File: config.mk
export PLATFORM = sky130hd
export DESIGN_NAME = nearest_k_insertion_ranking_flat
export DESIGN_NICKNAME = d
export VERILOG_FILES = /design/src/nkr_pkg.sv /design/src/nkr_req_if.sv /design/src/nkr_rsp_if.sv /design/src/nearest_k_insertion_ranking.sv /design/src/nkr_cell.sv /design/src/flat_wrapper.sv
export VERILOG_INCLUDE_DIRS = /design/src /design/src/src
export SDC_FILE = /design/constraint.sdc
export NUM_CORES = 1
export LEC_CHECK = 0
export BUFFER_PORTS_ARGS = -buffer_cell sky130_fd_sc_hd__buf_2
export CORE_ASPECT_RATIO = 0.5
export CORE_MARGIN = 4
export CORE_UTILIZATION = 35
export DETAILED_ROUTE_END_ITERATION = 6
export SLEW_MARGIN = 15
export SYNTH_ARGS = -nofsm -noshare
export SYNTH_HDL_FRONTEND = slang
export SYNTH_SLANG_ARGS = --single-unit
File: constraint.sdc
create_clock -name clk -period 3.3 [get_ports clk]
set_clock_uncertainty 0.05 [all_clocks]
set_input_delay 0.33 -clock clk [delete_from_list [all_inputs] [get_ports clk]]
set_output_delay 0.33 -clock clk [all_outputs]
set_load 0.01 [all_outputs]
File: src/nearest_k_insertion_ranking_macros.svh
// ----------------------------------------------------------------------------
// Assertion macros
// Shared concurrent assertion forms. Each one is clocked on clk and is
// disabled while rst_n is low.
// ----------------------------------------------------------------------------
`ifndef NEAREST_K_INSERTION_RANKING_MACROS_SVH
`define NEAREST_K_INSERTION_RANKING_MACROS_SVH

// The consequent must hold in the same cycle as the antecedent.
`define NKR_ASSERT_SAME(label, ante, cons, msg) \
    label: assert property (@(posedge clk) disable iff (!rst_n) (ante) |-> (cons)) \
        else $error(msg);

// The consequent must hold in the cycle after the antecedent.
`define NKR_ASSERT_NEXT(label, ante, cons, msg) \
    label: assert property (@(posedge clk) disable iff (!rst_n) (ante) |=> (cons)) \
        else $error(msg);

`endif

File: src/nkr_pkg.sv
// ----------------------------------------------------------------------------
// nkr_pkg
// Types and constants shared by the ranking list cells and the top level.
// ----------------------------------------------------------------------------
package nkr_pkg;

    localparam int HANDLE_W = 8;
    localparam int DIST_W   = 32;
    localparam int RANK_W   = 6;
    localparam int CMD_W    = 2;

    // Command codes carried on the request channel.
    typedef enum logic [CMD_W-1:0] {
        CMD_CLEAR  = 2'd0,
        CMD_INSERT = 2'd1,
        CMD_QUERY  = 2'd2
    } cmd_e;

    // Contents of one slot of the list.
    typedef struct packed {
        logic [HANDLE_W-1:0] handle;
        logic                present;
        logic [DIST_W-1:0]   distance;
    } slot_t;

    // Broadcast from the top level to every cell for one accepted transaction.
    typedef struct packed {
        logic                clear;
        logic                insert;
        logic [HANDLE_W-1:0] handle;
        logic [DIST_W-1:0]   distance;
    } cell_ctrl_t;

endpackage

File: src/nkr_req_if.sv
// ----------------------------------------------------------------------------
// nkr_req_if
// Request channel: command, item to insert and rank to read.
// ----------------------------------------------------------------------------
interface nkr_req_if;
    import nkr_pkg::*;

    logic                valid;
    logic                ready;
    logic [CMD_W-1:0]    cmd;
    logic [HANDLE_W-1:0] item_handle;
    logic [DIST_W-1:0]   item_distance;
    logic [RANK_W-1:0]   query_rank;

    modport source (
        output valid,
        input  ready,
        output cmd,
        output item_handle,
        output item_distance,
        output query_rank
    );

    modport sink (
        input  valid,
        output ready,
        input  cmd,
        input  item_handle,
        input  item_distance,
        input  query_rank
    );
endinterface

File: src/nkr_rsp_if.sv
// ----------------------------------------------------------------------------
// nkr_rsp_if
// Response channel: contents of the queried rank.
// ----------------------------------------------------------------------------
interface nkr_rsp_if;
    import nkr_pkg::*;

    logic                valid;
    logic                ready;
    logic [HANDLE_W-1:0] ranked_handle;
    logic                ranked_present;
    logic [DIST_W-1:0]   ranked_distance;

    modport source (
        output valid,
        input  ready,
        output ranked_handle,
        output ranked_present,
        output ranked_distance
    );

    modport sink (
        input  valid,
        output ready,
        input  ranked_handle,
        input  ranked_present,
        input  ranked_distance
    );
endinterface

File: src/nearest_k_insertion_ranking.sv
// ----------------------------------------------------------------------------
// nearest_k_insertion_ranking
// Sorted list of the DEPTH nearest items, built as a chain of slot cells.
//
//   Channel  Dir  Transaction
//   req      in   cmd, item_handle, item_distance, query_rank
//   rsp      out  ranked_handle, ranked_present, ranked_distance (query only)
//
// Each transaction is handled by all cells at once: they compare in parallel and the found
// flag ripples down the chain, so an insert or clear lands in the next cycle.
// A query result is registered and appears on rsp the cycle after acceptance.
// req is stalled only while a query result waits on rsp and rsp is not ready.
// Reset empties every slot and drops any pending result.
// ----------------------------------------------------------------------------
`include "nearest_k_insertion_ranking_macros.svh"

module nearest_k_insertion_ranking #(
    parameter int DEPTH = 8
) (
    input  logic       clk,
    input  logic       rst_n,
    nkr_req_if.sink    req,
    nkr_rsp_if.source  rsp
);
    import nkr_pkg::*;

    localparam int IDX_W = (DEPTH > 1) ? $clog2(DEPTH) : 1;

    logic        req_fire;
    cell_ctrl_t  ctrl;
    slot_t       slots     [DEPTH];
    logic        found     [DEPTH+1];
    slot_t       chain_in  [DEPTH];
    logic [DEPTH-1:0] present_vec;

    logic        rank_ok;
    logic [IDX_W-1:0] rank_idx;
    slot_t       rsp_slot_reg;
    slot_t       rsp_slot_next;
    logic        rsp_valid_reg;
    logic        rsp_valid_next;
    logic        is_query;

    // Request handshake and command decode.
    assign req.ready = !rsp_valid_reg || rsp.ready;
    assign req_fire  = req.valid && req.ready;

    always_comb
    begin
        ctrl          = '0;
        is_query      = 1'b0;
        ctrl.handle   = req.item_handle;
        ctrl.distance = req.item_distance;
        unique case (req.cmd)
            CMD_CLEAR:  ctrl.clear  = req_fire;
            CMD_INSERT: ctrl.insert = req_fire;
            CMD_QUERY:  is_query    = req_fire;
            default:    ;
        endcase
    end

    // Chain of slot cells.
    assign found[0] = 1'b0;

    for (genvar k = 0; k < DEPTH; k++)
    begin : g_cell
        if (k == 0)
        begin : g_head
            assign chain_in[k] = '0;
        end
        else
        begin : g_link
            assign chain_in[k] = slots[k-1];
        end

        nkr_cell u_cell (
            .clk        (clk),
            .rst_n      (rst_n),
            .ctrl       (ctrl),
            .prev_slot  (chain_in[k]),
            .prev_found (found[k]),
            .slot       (slots[k]),
            .found      (found[k+1])
        );

        assign present_vec[k] = slots[k].present;
    end

    // Query read: ranks beyond the list read as an empty slot.
    assign rank_ok  = ({1'b0, req.query_rank} < (RANK_W+1)'(DEPTH));
    assign rank_idx = req.query_rank[IDX_W-1:0];

    always_comb
    begin
        rsp_slot_next  = rsp_slot_reg;
        rsp_valid_next = rsp_valid_reg && !rsp.ready;
        if (is_query)
        begin
            rsp_valid_next = 1'b1;
            rsp_slot_next  = rank_ok ? slots[rank_idx] : '0;
        end
    end

    // Response register.
    always_ff @(posedge clk or negedge rst_n)
    begin
        if (!rst_n)
        begin
            rsp_valid_reg <= 1'b0;
        end
        else
        begin
            rsp_valid_reg <= rsp_valid_next;
        end
    end

    always_ff @(posedge clk)
    begin
        rsp_slot_reg <= rsp_slot_next;
    end

    assign rsp.valid           = rsp_valid_reg;
    assign rsp.ranked_handle   = rsp_slot_reg.handle;
    assign rsp.ranked_present  = rsp_slot_reg.present;
    assign rsp.ranked_distance = rsp_slot_reg.distance;

    // Assertions.
    `NKR_ASSERT_NEXT(a_query_result, is_query, rsp_valid_reg, "Accepted query produced no result.")
    `NKR_ASSERT_NEXT(a_clear_empties, ctrl.clear, $countones(present_vec) == 0, "List not empty after a clear.")
    `NKR_ASSERT_NEXT(a_rank_beyond, is_query && !rank_ok, !rsp_slot_reg.present && (rsp_slot_reg.distance == '0), "Rank beyond the list reported a present slot.")

endmodule

File: src/nkr_cell.sv
// ----------------------------------------------------------------------------
// nkr_cell
// One slot of the ranking list. The cell compares its stored distance with
// the incoming one, passes a found flag to the next cell and, on an insert,
// either holds, takes the new item or takes its upper neighbor's slot.
// ----------------------------------------------------------------------------
`include "nearest_k_insertion_ranking_macros.svh"

module nkr_cell (
    input  logic               clk,
    input  logic               rst_n,
    input  nkr_pkg::cell_ctrl_t ctrl,
    input  nkr_pkg::slot_t     prev_slot,
    input  logic               prev_found,
    output nkr_pkg::slot_t     slot,
    output logic               found
);
    import nkr_pkg::*;

    slot_t slot_reg;
    slot_t slot_next;
    logic  qualifies;

    // A slot qualifies when its stored distance is zero, as in a free slot, or larger than the incoming one.
    assign qualifies = (slot_reg.distance > ctrl.distance) || (slot_reg.distance == '0);
    assign found     = prev_found || qualifies;
    assign slot      = slot_reg;

    // Next slot contents.
    always_comb
    begin
        slot_next = slot_reg;
        if (ctrl.clear)
        begin
            slot_next = '0;
        end
        else if (ctrl.insert)
        begin
            if (prev_found)
            begin
                slot_next = prev_slot;
            end
            else if (qualifies)
            begin
                slot_next.handle   = ctrl.handle;
                slot_next.present  = 1'b1;
                slot_next.distance = ctrl.distance;
            end
        end
    end

    // Slot register.
    always_ff @(posedge clk or negedge rst_n)
    begin
        if (!rst_n)
        begin
            slot_reg <= '0;
        end
        else
        begin
            slot_reg <= slot_next;
        end
    end

    // Assertions.
    `NKR_ASSERT_NEXT(a_cell_shift, ctrl.insert && !ctrl.clear && prev_found, slot_reg == $past(prev_slot), "Cell did not take its neighbor's slot on a shift.")
    `NKR_ASSERT_NEXT(a_cell_write, ctrl.insert && !ctrl.clear && !prev_found && qualifies, slot_reg.present && (slot_reg.distance == $past(ctrl.distance)), "Cell did not store the inserted item.")
    `NKR_ASSERT_NEXT(a_cell_clear, ctrl.clear, !slot_reg.present && (slot_reg.distance == '0), "Cell not empty after a clear.")

endmodule
File: src/flat_wrapper.sv
// flat-port wrapper written by rule: the top's interface ports become plain ports
module nearest_k_insertion_ranking_flat import nkr_pkg::*;
#(
    parameter int DEPTH = 8
)
  (clk, rst_n, req_valid, req_ready, req_cmd, req_item_handle, req_item_distance, req_query_rank, rsp_valid, rsp_ready, rsp_ranked_handle, rsp_ranked_present, rsp_ranked_distance);
  nkr_req_if req_i ();
  nkr_rsp_if rsp_i ();
  input  logic clk;
  input  logic rst_n;
  input wire logic [$bits(req_i.valid)-1:0] req_valid;
  output wire logic [$bits(req_i.ready)-1:0] req_ready;
  input wire logic [$bits(req_i.cmd)-1:0] req_cmd;
  input wire logic [$bits(req_i.item_handle)-1:0] req_item_handle;
  input wire logic [$bits(req_i.item_distance)-1:0] req_item_distance;
  input wire logic [$bits(req_i.query_rank)-1:0] req_query_rank;
  output wire logic [$bits(rsp_i.valid)-1:0] rsp_valid;
  input wire logic [$bits(rsp_i.ready)-1:0] rsp_ready;
  output wire logic [$bits(rsp_i.ranked_handle)-1:0] rsp_ranked_handle;
  output wire logic [$bits(rsp_i.ranked_present)-1:0] rsp_ranked_present;
  output wire logic [$bits(rsp_i.ranked_distance)-1:0] rsp_ranked_distance;
  assign req_i.valid = req_valid;
  assign req_ready = req_i.ready;
  assign req_i.cmd = req_cmd;
  assign req_i.item_handle = req_item_handle;
  assign req_i.item_distance = req_item_distance;
  assign req_i.query_rank = req_query_rank;
  assign rsp_valid = rsp_i.valid;
  assign rsp_i.ready = rsp_ready;
  assign rsp_ranked_handle = rsp_i.ranked_handle;
  assign rsp_ranked_present = rsp_i.ranked_present;
  assign rsp_ranked_distance = rsp_i.ranked_distance;
  nearest_k_insertion_ranking #(.DEPTH(DEPTH)) u_core (.clk(clk), .rst_n(rst_n), .req(req_i), .rsp(rsp_i));
endmodule
==> impl_metrics.env, run 1 <==
export IMPL_syn_nets=2888
export IMPL_grt_util_all_layers_pct=27.5
export IMPL_synth_warnings=0
export IMPL_setup_violations=327
export IMPL_worstMarginPinSlew_ns=1.15
export IMPL_drive_gt1_share_pct=36.4
export IMPL_pwr_density_cell_nw_per_um2=974
export IMPL_rows=69
export IMPL_die_h_um=199
export IMPL_synth_top_area_cell="dfrtp_1"
export IMPL_critPathCaptureType="flop"
export IMPL_synth_edff_count=41
export IMPL_cts_num_sinks=370
export IMPL_largest_reg_flops=328
export IMPL_max_freq_ghz=0.267
export IMPL_final_cells=4170
export IMPL_post_route_cell_area_um2=36600
export IMPL_cp_num_buf_inv=4
export IMPL_ys_types=65
export IMPL_vias=26000
export IMPL_cts_clk_slew_worst_paths_ns=0.07
export IMPL_ir_worst_vdd_v=0.000782
export IMPL_setup_slack_ns=-0.440
export IMPL_first_iter_violations=3212
export IMPL_path_max_fanout=16
export IMPL_hpwlAfterDp_mm=75.3
export IMPL_final_nets=3487
export IMPL_fp_dieW_um=389
export IMPL_path_delay_family="simple AND/OR/NAND/NOR gates"
export IMPL_required_ns=3.70
export IMPL_seqPwrFrac_pct=21.5
export IMPL_ys_flop_type="dfrtp_1"
export IMPL_grt_pass1_wl_mm=161
export IMPL_synthArstFlopShare_pct=88.9
export IMPL_start_util_pct=35.6
export IMPL_cts_tree="built"
export IMPL_synth_top_area_share_pct=32.3
export IMPL_gr_total_overflow=0
export IMPL_timing_max_cap_violations=0
export IMPL_ys_ff_latch=370
export IMPL_violations="setup timing"
export IMPL_numCtsBuffers=41
export IMPL_crit_path_cell_trace="ha_1 -> nand4_1 -> or3_1 -> or3b_4 -> o311a_1 -> a211oi_2 -> buf_4 -> o2111ai_4 -> buf_6 -> nor2_4 -> buf_12 -> buf_16 -> mux2i_1 -> o21ai_1"
export IMPL_ios=95
export IMPL_design_die_area_um2=77400
export IMPL_finalCritPeriodShare_pct=113
export IMPL_final_core_util_pct=51.1
export IMPL_htreeDepth=2
export IMPL_power_share_switching_pct=45.6
export IMPL_via_per_inst=6.24
export IMPL_cp_start_kind="flop"
export IMPL_hold_viol_final=0
export IMPL_drt_wl_total_mm=116
export IMPL_path_class="flop to flop"
export IMPL_rsz0062_at_grt="yes"
export IMPL_hold_path_class="input port to flop"
export IMPL_power_frac_clock_pct=14.0
export IMPL_first_global_vias=24300
export IMPL_globalplace_congestion=1.02
export IMPL_yosysSeqAreaShare_pct=37.2
export IMPL_leakagePower_nw=16.8
export IMPL_status="finished, violations left"
export IMPL_grt_max_degree=108
export IMPL_ant_nets=0
export IMPL_synth_area_um2=25500
export IMPL_dp_cells=4006
export IMPL_p_int_mw=19.4
export IMPL_p_comb_share_pct=64.5
export IMPL_power_mw=35.6
export IMPL_core_area_um2=71500
export IMPL_finalSetupTns_ns=-96.50
export IMPL_layout_min_cycle_time_ns=3.74
export IMPL_port_buffers=94
export IMPL_worst_path_max_delay_cell="or3_1"
export IMPL_antenna_found_initial=2
export IMPL_synth_area_top_cells="dfrtp_1 32%, ha_1 13%, mux4_2 7.3%, mux2i_1 6.2%, o31ai_1 4.9%"
export IMPL_route_detailed_drc=0
export IMPL_synth_cells=2580
export IMPL_area_growth_pct=43.5
export IMPL_avgRoutedWirePerCell_um=27.9
export IMPL_slowest_delay_ns=0.51
export IMPL_timing_final_max_slew_violations=0
export IMPL_p_switching_mw=16.2
export IMPL_avgSynthCellArea_um2=9.87
export IMPL_root_buffer="clkbuf_16"
export IMPL_maxSlewHeadroom_pct=23.6
export IMPL_arrival_ns=4.14
export IMPL_dr_pass1_iters=5
export IMPL_clock_path_buffers=3
export IMPL_clk_latency_ns=0.59
export IMPL_fill_cells=6227
export IMPL_placed_cell_area_um2=31400
power groups by stage:
stage          Combinational [mW]  Clock (mW)  Sequential, mW
6_report                     22.9        5.00            7.64
5_1_grt                      24.1        5.22            7.75
4_1_cts                      19.8        5.02            7.48
3_5_place_dp                 17.5           0            7.51
3_3_place_gp                 17.1           0            7.47
2_1_floorplan                9.26           0            7.48
kinds of logic after synthesis:
kind of cell    synth area share [%]
buf+inv                         3.82
compound gates                  18.5
simple gates                    14.5
fa+ha+maj                       12.6
flops                           37.2
mux                             13.5
cell usage after synthesis (all sizes together), types with 3 or more instances:
library cell  instances
or4                   3
a31o                  3
nor4                 70
o2111ai               3
a21o                 34
o211a                 3
mux4                 82
and3                 40
a211oi               10
or3                   5
a22o                 40
nand2b                4
a21oi               213
nand3                63
inv                  52
o31ai               166
a211o                 4
a221oi                5
nor2                210
a221o                43
a2111oi               5
o211ai                9
dfrtp               329
buf                  55
nand4                69
o21a                  7
o21ai                82
edfxtp               41
or2                   5
mux2i               157
clkbuf              134
nor2b                13
o2bb2ai              38
a41oi                 3
nor3                 48
ha                  256
a31oi                 6
and4                  7
a2bb2oi               3
nand2               246
worst min-delay path, delay by kind of cell:
| kind | cells | cell delay [ns] |
|---|---|---|
| AND/OR/NAND/NOR | 1 | 0.12 |
| AO/OA/AOI/OAI | 1 | 0.09 |
| buffers and inverters | 1 | 0.07 |
cells in the final DEF, fill, tap and decap left out, types with 25 or more instances in the layout:
cell type	n
buf_12	64
ha_1	244
clkbuf_16	65
nand4_1	69
mux2i_1	147
o31ai_4	48
edfxtp_1	41
nor2_1	203
a22o_1	40
o21ai_1	46
o31ai_1	91
mux4_2	82
nor3_1	26
o31ai_2	27
inv_1	48
a21o_1	34
buf_2	90
and3_1	40
o21ai_0	29
nand2_4	41
a21oi_1	207
dfrtp_1	329
nand2_1	181
o2bb2ai_2	25
nor4_1	61
nand3_1	62
a221o_1	43
buf_4	520
what timing repair did:
action                                 in CTS  in global routing
pin swaps                                  34                116
cloned                                     18                 31
endpoints found under the hold margin      62                  0
buffers inserted                           30                 17
hold buffers                                1                  0
gates resized for setup                   144                319
setup endpoints to repair                 327                327
path summary, 6_finish.rpt:
path,startpoint,end,slack (ns),depth (start not counted)
max,u_core.g_cell[2].u_cell.slot[6],u_core.g_cell[5].u_cell.slot[13],-0.44,14
min,rsp_ready,u_core.rsp.valid,0.03,3
max reg2reg,u_core.g_cell[2].u_cell.slot[6],u_core.g_cell[5].u_cell.slot[13],-0.44,14
min reg2reg,u_core.g_cell[2].u_cell.slot[38],u_core.g_cell[2].u_cell.slot[38],0.46,2
max in group asynchronous,rst_n,u_core.g_cell[6].u_cell.slot[19],2.03,3
min in group asynchronous,rst_n,u_core.g_cell[7].u_cell.slot[6],0.24,2
routing by layer:
metal  global-route usage (%)  wire [um]
met1                     38.7      47500
met2                     41.2      49100
met3                     7.04      14200
met4                     9.65       5440
met5                        0         20
metrics by stage:
stage	setup WS, ns	hold slack [ns]
3_5_place_dp	-0.765	0.301
4_1_cts	-0.257	0.0164
6_report	-0.440	0.0312
5_1_grt	-0.497	0.0462
3_3_place_gp	-0.715	0.305
2_1_floorplan	-0.0355	-0.0156
final cells by class:
| cell class | count | area [um^2] | share of cell area, % |
|---|---|---|---|
| Antenna cell | 1 | 2.50 | 0.00685 |
| Clock buffer | 54 | 1170 | 3.19 |
| Clock inverter | 21 | 235 | 0.644 |
| Inverter | 52 | 206 | 0.565 |
| Multi-Input combinational cell | 1969 | 17100 | 46.9 |
| Sequential cell | 370 | 9460 | 25.9 |
| Tap cell | 958 | 1200 | 3.28 |
| Timing Repair Buffer | 745 | 7140 | 19.5 |
Power figures use the tool's default switching activity.
==> run 2, diff against run 1 <==
--- a/config.mk
+++ b/config.mk
@@ -11,6 +11,7 @@
 export CORE_MARGIN = 4
 export CORE_UTILIZATION = 35
 export DETAILED_ROUTE_END_ITERATION = 6
+export SKIP_CTS_REPAIR_TIMING = 1
 export SLEW_MARGIN = 15
 export SYNTH_ARGS = -nofsm -noshare
 export SYNTH_HDL_FRONTEND = slang
==> run 2 against run 1 <==
  * The run still ends with setup timing left
  * Via count hardly changed
  * Register-to-register slack worse by 0.07 ns
  * Clock-buffer cell count stayed put
  * Routed wire length is 0.79% lower
  * Critical path type unchanged
  * Largest power group unchanged
  * Highest routed layer unchanged
==> impl_metrics.env, run 2 (synthesis results as in run 1) <==
export IMPL_status="finished, violations left"
export IMPL_violations="setup timing"
export IMPL_arrival_ns=4.19
export IMPL_drive_gt1_share_pct=34.4
export IMPL_cts_tree="built"
export IMPL_numCtsBuffers=41
export IMPL_hp_start="rsp_ready"
export IMPL_reg2reg_slack_ns=-0.51
export IMPL_final_nets=3481
export IMPL_drt_wl_total_mm=115
export IMPL_hold_viol_final=0
export IMPL_grt_use_met2_pct=39.6
export IMPL_die_h_um=199
export IMPL_route_detailed_drc=0
export IMPL_vias=26000
export IMPL_dr_pass1_iters=7
export IMPL_rsz0062_at_grt="yes"
export IMPL_clk_latency_ns=0.60
export IMPL_critPathCaptureType="flop"
export IMPL_root_buffer="clkbuf_16"
export IMPL_hold_path_class="input port to flop"
export IMPL_clock_path_buffers=3
export IMPL_reg2reg_from="u_core.g_cell[2].u_cell.slot[24]"
export IMPL_rows=69
export IMPL_setup_violations=323
export IMPL_cts_clk_slew_worst_paths_ns=0.07
export IMPL_first_global_vias=23500
export IMPL_timing_final_max_slew_violations=0
export IMPL_pwr_density_cell_nw_per_um2=977
export IMPL_avgRoutedWirePerCell_um=27.7
export IMPL_timing_max_cap_violations=0
export IMPL_fp_dieW_um=389
export IMPL_p_switching_mw=16.0
export IMPL_leakagePower_nw=16.6
export IMPL_required_ns=3.68
export IMPL_gr_total_overflow=0
export IMPL_layout_min_cycle_time_ns=3.81
export IMPL_crit_path_end="u_core.g_cell[2].u_cell.slot[18]"
export IMPL_p_int_mw=19.1
export IMPL_setup_slack_ns=-0.511
export IMPL_seqPwrFrac_pct=21.7
export IMPL_top_usage_layer="met2"
export IMPL_final_common_cell="buf_4"
export IMPL_finalCritPeriodShare_pct=115
export IMPL_ir_worst_vdd_v=0.000684
export IMPL_ant_nets=0
export IMPL_p_comb_share_pct=64.1
export IMPL_via_per_inst=6.24
export IMPL_grt_pass1_wl_mm=152
export IMPL_first_iter_violations=3278
export IMPL_largest_reg_flops=328
export IMPL_path_max_fanout=6
export IMPL_htreeDepth=2
export IMPL_area_growth_pct=40.9
export IMPL_grt_max_degree=108
export IMPL_power_mw=35.1
export IMPL_design_die_area_um2=77400
export IMPL_final_cell_mix="518 x buf_4, 329 x dfrtp_1, 252 x ha_1, 211 x a21oi_1, 204 x nor2_1"
export IMPL_maxSlewHeadroom_pct=25.0
export IMPL_use_met1_pct=37.1
export IMPL_core_area_um2=71500
export IMPL_globalRouteMet3Util_pct=5.34
export IMPL_crit_path_start="u_core.g_cell[2].u_cell.slot[24]"
export IMPL_power_frac_clock_pct=14.2
export IMPL_rr_worst_depth=15
export IMPL_power_share_switching_pct=45.5
export IMPL_worst_r2r_endpoint="u_core.g_cell[2].u_cell.slot[18]"
export IMPL_ios=95
export IMPL_cts_num_sinks=370
export IMPL_globalplace_congestion=1.02
export IMPL_port_buffers=94
export IMPL_grt_util_all_layers_pct=25.9
export IMPL_dp_slack_ns=-0.765
export IMPL_worstMarginPinSlew_ns=1.13
export IMPL_antenna_found_initial=4
export IMPL_hpwlAfterDp_mm=75.3
export IMPL_start_util_pct=35.6
export IMPL_path_class="flop to flop"
export IMPL_max_freq_ghz=0.262
export IMPL_final_core_util_pct=50.2
export IMPL_cp_start_kind="flop"
==> run 2: changes by cell type in the layout (fill, tap and decap cells not counted), moves of 7 or more <==
cell	previous run	this run
ha_4	12	4
nor3_4	10	0
nand2_1	181	196
nor3_1	26	36
ha_1	244	252
clkbuf_16	65	76
o31ai_4	48	41
nand2_2	24	13
o31ai_1	91	108
o31ai_2	27	17
buf_16	22	6
==> run 2: routing by layer <==
| metal | vias up | wire length (um) |
|---|---|---|
| met4 | 8 | 4670 |
| met5 | - | 158 |
| met2 | 1642 | 49100 |
| li1 | 11100 | - |
| met1 | 13000 | 46900 |
| met3 | 282 | 14500 |
==> run 2: worst max-delay path, cell delays in order, from the launching register on <==
cell	delay, ns
dfrtp_1	0.41
ha_1	0.29
nand4_1	0.23
nor4_2	0.41
buf_4	0.20
or3b_4	0.39
o311a_1	0.13
a211oi_2	0.24
o211ai_1	0.20
buf_4	0.20
buf_6	0.13
o21ai_4	0.20
buf_12	0.16
buf_12	0.13
clkbuf_16	0.20
o31ai_4	0.06
==> run 2: worst min path at each step <==
stage                                      endpoint  slack, ns  cells after the start
floorplan           u_core.g_cell[0].u_cell.slot[0]      -0.02                      0
global placement    u_core.g_cell[7].u_cell.slot[4]       0.31                      1
detailed placement  u_core.g_cell[7].u_cell.slot[6]       0.30                      1
CTS                 u_core.g_cell[5].u_cell.slot[6]      -0.33                      1
global route                       u_core.rsp.valid       0.05                      3
finish                             u_core.rsp.valid       0.03                      3
==> run 2: power groups by stage <==
| stage | Clock, mW | Combinational [mW] | Sequential, mW |
|---|---|---|---|
| CTS | 5.02 | 17.5 | 7.45 |
| detailed placement | 0 | 17.5 | 7.51 |
| floorplan | 0 | 9.26 | 7.48 |
| global route | 5.22 | 23.5 | 7.71 |
| global placement | 0 | 17.1 | 7.47 |
| finish | 4.99 | 22.5 | 7.60 |
==> run 2: layout make-up <==
| class | instances | area [um^2] |
|---|---|---|
| sequential | 370 | 9460 |
| antenna | 1 | 2.50 |
| clock inverter | 21 | 235 |
| clock buffer | 54 | 1170 |
| fill | 6324 | 35600 |
| tap | 958 | 1200 |
| inverter | 52 | 206 |
| multi-input combinational | 1969 | 16700 |
| timing repair buffer | 739 | 6950 |
==> run 2: metrics by stage <==
stage / hold slack (ns) / setup TNS, ns / area (um^2) / std cells
after CTS: -0.326 / -102.93 / 32800 / 4081
after global placement: 0.305 / -193.24 / 31400 / 4006
after global routing: 0.0456 / -126.94 / 35900 / 4164
after floorplan: -0.0156 / -2.06 / 25500 / 2580
after detailed placement: 0.301 / -205.57 / 31400 / 4006
final: 0.0326 / -107.36 / 35900 / 4164
